[config.mk]
export PLATFORM = sky130hd
export DESIGN_NAME = gradient_pixel_renderer_top
export DESIGN_NICKNAME = d
export VERILOG_FILES = /design/src/hdl/gpr_pkg.sv /design/src/hdl/gradient_pixel_renderer_top.sv /design/src/hdl/gpr_div_pipe.sv
export SDC_FILE = /design/constraint.sdc
export NUM_CORES = 2
export LEC_CHECK = 0
export ABC_AREA = 1
export BUFFER_PORTS_ARGS = -buffer_cell sky130_fd_sc_hd__buf_2
export CORE_ASPECT_RATIO = 0.8
export CORE_MARGIN = 1.5
export CORE_UTILIZATION = 46
export DETAILED_ROUTE_END_ITERATION = 12
export GPL_ROUTABILITY_DRIVEN = 0
export GPL_TIMING_DRIVEN = 0
export PLACE_DENSITY = 0.71
export SKIP_CTS_REPAIR_TIMING = 1
export SYNTH_ARGS = -nofsm -noshare
export SYNTH_HDL_FRONTEND = slang
export SYNTH_HIERARCHICAL = 1
export SYNTH_SLANG_ARGS = --single-unit
[constraint.sdc]
create_clock -name aclk -period 19.65 [get_ports aclk]
set_clock_uncertainty 0.05 [all_clocks]
set_input_delay 0 -clock aclk [delete_from_list [all_inputs] [get_ports aclk]]
set_output_delay 0 -clock aclk [all_outputs]
set_load 0.01 [all_outputs]
[src/hdl/gpr_pkg.sv]
package gpr_pkg;

    localparam int MAX_POINTS  = 16;
    localparam int PIXEL_COUNT = 1024;

    localparam int IDX_W  = $clog2(MAX_POINTS);
    localparam int CNT_W  = $clog2(MAX_POINTS + 1);
    localparam int CFG_W  = 5;
    localparam int SLOT_W = 4;
    localparam int POS_W  = 10;
    localparam int CH_W   = 8;
    localparam int NCH    = 3;
    localparam int RGB_W  = NCH * CH_W;
    localparam int ENT_W  = POS_W + RGB_W;

    // quotient stays below 256 while the step is below the span
    localparam int QUO_W = CH_W;
    localparam int DVD_W = CH_W + POS_W;

    localparam int S_TDATA_W = 48;
    localparam int M_TDATA_W = 40;
    localparam int M_PAD_W   = M_TDATA_W - POS_W - RGB_W;

    typedef enum logic {
        OP_WRITE  = 1'b0,
        OP_RENDER = 1'b1
    } op_t;

    // channel 0 is blue, 1 green, 2 red
    typedef struct packed {
        logic [POS_W-1:0]           pixel;
        logic                       defined;
        logic                       blend;
        logic [NCH-1:0]             neg;
        logic [NCH-1:0][CH_W-1:0]   base;
    } side_t;

    typedef struct packed {
        logic [NCH-1:0][DVD_W-1:0]  rem;
        logic [NCH-1:0][QUO_W-1:0]  quo;
        logic [POS_W-1:0]           span;
        side_t                      side;
    } dstage_t;

endpackage

[src/hdl/gradient_pixel_renderer_top.sv]
// Piecewise linear colour gradient renderer. Point items (tuser 0) load one table slot with a
// position and a colour; render items (tuser 1) return the colour of one pixel, blended
// between the two points around it, or flat outside the outermost points; color_defined is
// low and the colour black while cfg point_count is zero. Point items give no result. The
// block takes one item per clock while the result side keeps up: every pixel's points are
// matched against all sixteen positions at once, the colour table has two read ports, and the
// per-channel division runs through an eight-stage restoring divider, one quotient bit a
// stage. Stalls are absorbed by empty stages before they reach the input. A point item
// takes effect for every render item accepted after it.
module gradient_pixel_renderer_top (
    input  logic                              aclk,
    input  logic                              aresetn,
    input  logic                              s_axis_tvalid,
    output logic                              s_axis_tready,
    // point_slot, point_position, point_red, point_green, point_blue, pixel_index
    input  logic [gpr_pkg::S_TDATA_W-1:0]     s_axis_tdata,
    // op
    input  logic                              s_axis_tuser,
    output logic                              m_axis_tvalid,
    input  logic                              m_axis_tready,
    // pixel_number, out_red, out_green, out_blue, zero padding
    output logic [gpr_pkg::M_TDATA_W-1:0]     m_axis_tdata,
    // color_defined
    output logic                              m_axis_tuser,
    input  logic                              cfg_wr_en,
    input  logic [gpr_pkg::CFG_W-1:0]         cfg_wr_data
);
    import gpr_pkg::*;

    logic [CFG_W-1:0] point_count_reg;
    logic [CNT_W-1:0] n_eff;

    // unpacked input fields
    op_t               in_op;
    logic [SLOT_W-1:0] in_slot;
    logic [POS_W-1:0]  in_pos;
    logic [RGB_W-1:0]  in_rgb;
    logic [POS_W-1:0]  in_pix;

    logic ld0, ld1, ld2, ld3, ld4, ld_out;

    // input stage
    logic              s0_v_reg, s0_v_next;
    op_t               s0_op_reg;
    logic [SLOT_W-1:0] s0_slot_reg;
    logic [POS_W-1:0]  s0_pos_reg;
    logic [RGB_W-1:0]  s0_rgb_reg;
    logic [POS_W-1:0]  s0_pix_reg;

    // position compare stage
    logic [POS_W-1:0]      pos_reg [MAX_POINTS];
    logic [MAX_POINTS-1:0] hit_next;
    logic                  s1_v_reg;
    op_t                   s1_op_reg;
    logic [SLOT_W-1:0]     s1_slot_reg;
    logic [POS_W-1:0]      s1_pos_reg;
    logic [RGB_W-1:0]      s1_rgb_reg;
    logic [POS_W-1:0]      s1_pix_reg;
    logic [MAX_POINTS-1:0] s1_hit_reg;
    logic [IDX_W-1:0]      sel;
    logic [IDX_W-1:0]      sel_nxt_addr;
    logic                  found;
    logic                  has_next;
    logic                  tbl_we;

    // table read stage
    logic [ENT_W-1:0] tbl_mem [MAX_POINTS];
    logic [ENT_W-1:0] rd_a_reg;
    logic [ENT_W-1:0] rd_b_reg;
    logic             s2_v_reg;
    logic [POS_W-1:0] s2_pix_reg;
    logic             s2_found_reg;
    logic             s2_next_reg;

    // segment set-up stage
    logic [POS_W-1:0]          pos_a, pos_b;
    side_t                     s3_side_next;
    logic [NCH-1:0][CH_W-1:0]  mag_next;
    logic                      s3_v_reg;
    side_t                     s3_side_reg;
    logic [NCH-1:0][CH_W-1:0]  s3_mag_reg;
    logic [POS_W-1:0]          s3_step_reg;
    logic [POS_W-1:0]          s3_span_reg;

    // product stage
    dstage_t s4_next;
    logic    s4_v_reg;
    dstage_t s4_reg;

    logic    div_in_ready;
    logic    div_out_valid;
    dstage_t div_out;

    // result register
    logic [NCH-1:0][CH_W-1:0] m_ch_next;
    logic                     m_v_reg;
    logic [POS_W-1:0]         m_pix_reg;
    logic [NCH-1:0][CH_W-1:0] m_ch_reg;
    logic                     m_def_reg;

    assign in_op   = op_t'(s_axis_tuser);
    assign in_slot = s_axis_tdata[3:0];
    assign in_pos  = s_axis_tdata[13:4];
    assign in_rgb  = {s_axis_tdata[21:14], s_axis_tdata[29:22], s_axis_tdata[37:30]};
    assign in_pix  = s_axis_tdata[47:38];

    always_ff @(posedge aclk) begin
        if (!aresetn) begin
            point_count_reg <= '0;
        end else if (cfg_wr_en) begin
            point_count_reg <= cfg_wr_data;
        end
    end

    assign n_eff = (32'(point_count_reg) > MAX_POINTS) ? CNT_W'(MAX_POINTS)
                                                       : CNT_W'(point_count_reg);

    // load enables, from the result end back to the input
    assign ld_out = !m_v_reg || m_axis_tready;
    assign ld4    = !s4_v_reg || div_in_ready;
    assign ld3    = !s3_v_reg || ld4;
    assign ld2    = !s2_v_reg || ld3;
    assign ld1    = !s1_v_reg || ld2;
    assign ld0    = !s0_v_reg || ld1;

    assign s_axis_tready = ld0;

    // drop render items for pixels off the strip
    assign s0_v_next = s_axis_tvalid && (in_op == OP_WRITE || 32'(in_pix) < PIXEL_COUNT);

    always_ff @(posedge aclk) begin
        if (!aresetn) begin
            s0_v_reg <= 1'b0;
        end else if (ld0) begin
            s0_v_reg <= s0_v_next;
        end
    end

    always_ff @(posedge aclk) begin
        if (ld0) begin
            s0_op_reg   <= in_op;
            s0_slot_reg <= in_slot;
            s0_pos_reg  <= in_pos;
            s0_rgb_reg  <= in_rgb;
            s0_pix_reg  <= in_pix;
        end
    end

    always_comb begin
        for (int i = 0; i < MAX_POINTS; i++) begin
            hit_next[i] = (pos_reg[i] <= s0_pix_reg) && (CNT_W'(i) < n_eff);
        end
    end

    // positions are written as the point item leaves the input stage
    always_ff @(posedge aclk) begin
        if (ld1 && s0_v_reg && s0_op_reg == OP_WRITE && 32'(s0_slot_reg) < MAX_POINTS) begin
            pos_reg[IDX_W'(s0_slot_reg)] <= s0_pos_reg;
        end
    end

    always_ff @(posedge aclk) begin
        if (!aresetn) begin
            s1_v_reg <= 1'b0;
        end else if (ld1) begin
            s1_v_reg <= s0_v_reg;
        end
    end

    always_ff @(posedge aclk) begin
        if (ld1) begin
            s1_op_reg   <= s0_op_reg;
            s1_slot_reg <= s0_slot_reg;
            s1_pos_reg  <= s0_pos_reg;
            s1_rgb_reg  <= s0_rgb_reg;
            s1_pix_reg  <= s0_pix_reg;
            s1_hit_reg  <= hit_next;
        end
    end

    // last point at or before the pixel; slot 0 when there is none
    always_comb begin
        sel   = '0;
        found = 1'b0;
        for (int i = 0; i < MAX_POINTS; i++) begin
            if (s1_hit_reg[i]) begin
                sel   = IDX_W'(i);
                found = 1'b1;
            end
        end
    end

    assign sel_nxt_addr = sel + IDX_W'(1);
    assign has_next     = (CNT_W'(sel) + CNT_W'(1)) < n_eff;

    // colours are written one stage later, where render items read them
    assign tbl_we = ld2 && s1_v_reg && s1_op_reg == OP_WRITE && 32'(s1_slot_reg) < MAX_POINTS;

    always_ff @(posedge aclk) begin
        if (tbl_we) begin
            tbl_mem[IDX_W'(s1_slot_reg)] <= {s1_pos_reg, s1_rgb_reg};
        end
        if (ld2) begin
            rd_a_reg <= tbl_mem[sel];
            rd_b_reg <= tbl_mem[sel_nxt_addr];
        end
    end

    always_ff @(posedge aclk) begin
        if (!aresetn) begin
            s2_v_reg <= 1'b0;
        end else if (ld2) begin
            s2_v_reg <= s1_v_reg && s1_op_reg == OP_RENDER;
        end
    end

    always_ff @(posedge aclk) begin
        if (ld2) begin
            s2_pix_reg   <= s1_pix_reg;
            s2_found_reg <= found;
            s2_next_reg  <= has_next;
        end
    end

    assign pos_a = rd_a_reg[ENT_W-1 -: POS_W];
    assign pos_b = rd_b_reg[ENT_W-1 -: POS_W];

    always_comb begin
        logic [CH_W-1:0] ca;
        logic [CH_W-1:0] cb;
        s3_side_next.pixel   = s2_pix_reg;
        s3_side_next.defined = n_eff != '0;
        s3_side_next.blend   = s2_found_reg && s2_next_reg && pos_a != s2_pix_reg;
        for (int c = 0; c < NCH; c++) begin
            ca = rd_a_reg[c*CH_W +: CH_W];
            cb = rd_b_reg[c*CH_W +: CH_W];
            s3_side_next.base[c] = ca;
            s3_side_next.neg[c]  = cb < ca;
            mag_next[c]          = (cb < ca) ? ca - cb : cb - ca;
        end
    end

    always_ff @(posedge aclk) begin
        if (!aresetn) begin
            s3_v_reg <= 1'b0;
        end else if (ld3) begin
            s3_v_reg <= s2_v_reg;
        end
    end

    always_ff @(posedge aclk) begin
        if (ld3) begin
            s3_side_reg <= s3_side_next;
            s3_mag_reg  <= mag_next;
            s3_step_reg <= s2_pix_reg - pos_a;
            s3_span_reg <= pos_b - pos_a;
        end
    end

    always_comb begin
        s4_next      = '0;
        s4_next.span = s3_span_reg;
        s4_next.side = s3_side_reg;
        for (int c = 0; c < NCH; c++) begin
            s4_next.rem[c] = DVD_W'(s3_mag_reg[c]) * DVD_W'(s3_step_reg);
        end
    end

    always_ff @(posedge aclk) begin
        if (!aresetn) begin
            s4_v_reg <= 1'b0;
        end else if (ld4) begin
            s4_v_reg <= s3_v_reg;
        end
    end

    always_ff @(posedge aclk) begin
        if (ld4) begin
            s4_reg <= s4_next;
        end
    end

    gpr_div_pipe u_div (
        .aclk      (aclk),
        .aresetn   (aresetn),
        .in_valid  (s4_v_reg),
        .in_ready  (div_in_ready),
        .in_data   (s4_reg),
        .out_valid (div_out_valid),
        .out_ready (ld_out),
        .out_data  (div_out)
    );

    // apply the signed quotient to the segment start colour
    always_comb begin
        for (int c = 0; c < NCH; c++) begin
            if (!div_out.side.defined) begin
                m_ch_next[c] = '0;
            end else if (!div_out.side.blend) begin
                m_ch_next[c] = div_out.side.base[c];
            end else if (div_out.side.neg[c]) begin
                m_ch_next[c] = div_out.side.base[c] - div_out.quo[c];
            end else begin
                m_ch_next[c] = div_out.side.base[c] + div_out.quo[c];
            end
        end
    end

    always_ff @(posedge aclk) begin
        if (!aresetn) begin
            m_v_reg <= 1'b0;
        end else if (ld_out) begin
            m_v_reg <= div_out_valid;
        end
    end

    always_ff @(posedge aclk) begin
        if (ld_out) begin
            m_pix_reg <= div_out.side.pixel;
            m_ch_reg  <= m_ch_next;
            m_def_reg <= div_out.side.defined;
        end
    end

    assign m_axis_tvalid = m_v_reg;
    assign m_axis_tdata  = {M_PAD_W'(0), m_ch_reg[0], m_ch_reg[1], m_ch_reg[2], m_pix_reg};
    assign m_axis_tuser  = m_def_reg;

endmodule

[src/hdl/gpr_div_pipe.sv]
module gpr_div_pipe (
    input  logic              aclk,
    input  logic              aresetn,
    input  logic              in_valid,
    output logic              in_ready,
    input  gpr_pkg::dstage_t  in_data,
    output logic              out_valid,
    input  logic              out_ready,
    output gpr_pkg::dstage_t  out_data
);
    import gpr_pkg::*;

    dstage_t          st_reg  [QUO_W];
    dstage_t          st_prev [QUO_W];
    dstage_t          st_next [QUO_W];
    logic [QUO_W-1:0] v_reg;
    logic [QUO_W-1:0] v_next;
    logic [QUO_W-1:0] ld;

    // a stage loads when it is empty or its item moves on
    always_comb begin
        ld[QUO_W-1] = !v_reg[QUO_W-1] || out_ready;
        for (int k = QUO_W - 2; k >= 0; k--) begin
            ld[k] = !v_reg[k] || ld[k+1];
        end
    end

    // one restoring step per stage, quotient bits from the top down
    always_comb begin
        logic [DVD_W-1:0] trial;
        st_prev[0] = in_data;
        v_next[0]  = in_valid;
        for (int k = 1; k < QUO_W; k++) begin
            st_prev[k] = st_reg[k-1];
            v_next[k]  = v_reg[k-1];
        end
        for (int k = 0; k < QUO_W; k++) begin
            st_next[k] = st_prev[k];
            for (int c = 0; c < NCH; c++) begin
                trial = DVD_W'(st_prev[k].span) << (QUO_W - 1 - k);
                if (st_prev[k].rem[c] >= trial) begin
                    st_next[k].rem[c]              = st_prev[k].rem[c] - trial;
                    st_next[k].quo[c][QUO_W-1-k]   = 1'b1;
                end
            end
        end
    end

    always_ff @(posedge aclk) begin
        if (!aresetn) begin
            v_reg <= '0;
        end else begin
            for (int k = 0; k < QUO_W; k++) begin
                if (ld[k]) begin
                    v_reg[k] <= v_next[k];
                end
            end
        end
    end

    always_ff @(posedge aclk) begin
        for (int k = 0; k < QUO_W; k++) begin
            if (ld[k]) begin
                st_reg[k] <= st_next[k];
            end
        end
    end

    assign in_ready  = ld[0];
    assign out_valid = v_reg[QUO_W-1];
    assign out_data  = st_reg[QUO_W-1];

endmodule

==> out/metrics.json <==
{
  "status": {"value": "completed"},
  "startpoint_type": {"value": "flop"},
  "cts-root-buf": {"value": "clkbuf_16"},
  "crit_arrival": {"value": 7230, "unit": "ps"},
  "num-fill-cells": {"value": 21266},
  "global_route.overflow_total": {"value": 0},
  "syn_inst": {"value": 11400},
  "grt_first_pass_wirelength": {"value": 466, "unit": "mm"},
  "num-nets-final": {"value": 12751},
  "required": {"value": 19600, "unit": "ps"},
  "yosysWarnings": {"value": 6},
  "first_iter_violations": {"value": 11516},
  "timing.final.max_slew_violations": {"value": 0},
  "ant_nets": {"value": 0},
  "area_taken_by_multi_input_logic_gates": {"value": 0.0416, "unit": "mm2"},
  "vias": {"value": 84208},
  "post-route-min-period": {"value": 7270, "unit": "ps"},
  "largest_reg_flops": {"value": 952},
  "final_cell_count_no_fill": {"value": 15275},
  "cts.reportedPaths.clkPinSlew": {"value": 60, "unit": "ps"},
  "pin_count_of_the_biggest_net_entering_global_routing": {"value": 97},
  "floorplan.die.width": {"value": 556, "unit": "um"},
  "vias_per_cell": {"value": 5.51},
  "total_routing_resource_utilization_after_global_routing": {"value": 24.7, "unit": "%"},
  "achievable-frequency": {"value": 137, "unit": "MHz"},
  "first_global_vias": {"value": 79152},
  "starting_density_of_the_core": {"value": 46.2, "unit": "%"},
  "clock_tree.htree_level_count": {"value": 4},
  "critPathMaxFanout": {"value": 37},
  "worst-setup-path-type": {"value": "reg2out"},
  "placedCellCount": {"value": 14773},
  "floorplan.die.height": {"value": 445, "unit": "um"},
  "detailed_route_wire_length_per_cell": {"value": 20.5, "unit": "um"},
  "antenna_found_initial": {"value": 14},
  "drive_gt1_share": {"value": 7.15, "unit": "%"},
  "rsz0062_at_grt": {"value": "false"},
  "cts_tree": {"value": "done"},
  "rows": {"value": 162},
  "slew_headroom": {"value": 13.6, "unit": "%"},
  "route.final.wire_length": {"value": 313, "unit": "mm"},
  "tritoncts.num_buffers": {"value": 213},
  "final-setup-viol-count": {"value": 0},
  "clock_tree.buffer_depth": {"value": 4},
  "fin_crit_sh": {"value": 37.0, "unit": "%"},
  "tightest_slew": {"value": 1300, "unit": "ps"},
  "max_cap_violations": {"value": 0},
  "synth_area": {"value": 0.112, "unit": "mm2"},
  "post-route-drc-count": {"value": 0},
  "ioPinCount": {"value": 102},
  "cts_sinks": {"value": 2090},
  "worstSetupEndpointType": {"value": "output pin"},
  "min_path_type": {"value": "in2reg"},
  "seq_area": {"value": 0.0626, "unit": "mm2"},
  "port_buffers": {"value": 95},
  "core": {"value": 0.243, "unit": "mm2"},
  "worstSkewPairLatency": {"value": 880, "unit": "ps"},
  "post_synth.cell_area_avg": {"value": 9.86, "unit": "um2"},
  "post-dp-hpwl": {"value": 225, "unit": "mm"},
  "die_area": {"value": 0.247, "unit": "mm2"},
  "detailed_router_iteration_count_before_antenna_repair": {"value": 13},
  "final_hold_viol_count": {"value": 0},
  "layout-area-overhead-vs-synth": {"value": 12.4, "unit": "%"}
}
-- routing by layer --
layer	track usage (%)	vias to the layer above	share of wire, %
met2	36.1	5099	41
met4	9.46	18	4.4
met3	7.56	1004	14
li1	-	39124	-
met1	34.2	38963	41
met5	0	-	0.077
-- worst paths after layout --
| kind | end | start | slack (ps) | cells past startpoint |
|---|---|---|---|---|
| worst max-delay path | s_axis_tready | m_axis_tvalid | 12380 | 16 |
| worst min-delay path | point_count_reg[3] | aresetn | 80 | 4 |
| worst min register to register | u_div/st_reg[1][70] | u_div/st_reg[0][451] | 340 | 0 |
| worst max register to register | tbl_mem[7][22] | m_axis_tvalid | 12430 | 18 |
-- final cells by class --
type / instances / area share, %
Antenna cell: 3 / 0.00594
Buffer: 404 / 1.64
Clock buffer: 252 / 4.44
Clock inverter: 130 / 1.03
Inverter: 1711 / 5.10
Multi-Input combinational cell: 7224 / 32.9
Sequential cell: 2090 / 49.5
Tap cell: 3198 / 3.17
Timing Repair Buffer: 263 / 2.16
-- placed cells by master (no fill, tap or decap), drive strengths merged, types with 7 or more instances in the layout --
| master | count |
|---|---|
| nand2 | 2736 |
| edfxtp | 2071 |
| inv | 1719 |
| nand3 | 1606 |
| nor2 | 676 |
| ha | 606 |
| clkbuf | 413 |
| a21oi | 403 |
| buf | 389 |
| o21ai | 229 |
| xor2 | 199 |
| fa | 179 |
| nand4 | 138 |
| dlygate4sd3 | 117 |
| clkinv | 85 |
| nand3b | 80 |
| xnor2 | 62 |
| nor3 | 58 |
| or2 | 35 |
| conb | 30 |
| a21o | 29 |
| bufinv | 22 |
| o21bai | 22 |
| dfxtp | 19 |
| a31oi | 16 |
| o21a | 16 |
| clkinvlp | 15 |
| o211ai | 14 |
| a211oi | 11 |
| a21boi | 11 |
| nor4 | 10 |
| mux2i | 9 |
| a221oi | 9 |
| o221ai | 7 |
-- through the flow --
| stage | hold WS (ps) | instance area, um2 | utilization (%) | setup WS (ps) | TNS, ps |
|---|---|---|---|---|---|
| 3_3_place_gp | 126 | 117000 | 48.1 | -7950 | -6509820 |
| 3_5_place_dp | 128 | 118000 | 48.6 | 12400 | 0 |
| 2_1_floorplan | 48.9 | 112000 | - | 2390 | 0 |
| 4_1_cts | -832 | 125000 | 51.4 | 12200 | 0 |
| 6_report | 79.2 | 126000 | 51.9 | 12380 | 0 |
| 5_1_grt | 78.8 | 126000 | 51.9 | 11740 | 0 |
-- worst max-delay path, stage by stage (launching register included) --
cell	delay (ps)
dfxtp_1	340
nand2_2	180
buf_12	220
nor2_2	380
nand4_1	760
nor2_1	890
nand4_1	860
buf_16	440
nor2_1	190
inv_4	220
nor2_1	240
inv_4	160
nor2_1	340
nand2_4	250
inv_1	150
nand2_2	370
buf_2	300
Power is not shown: default switching activity piles up to over one toggle a cycle in this logic, so the estimate is an artifact.
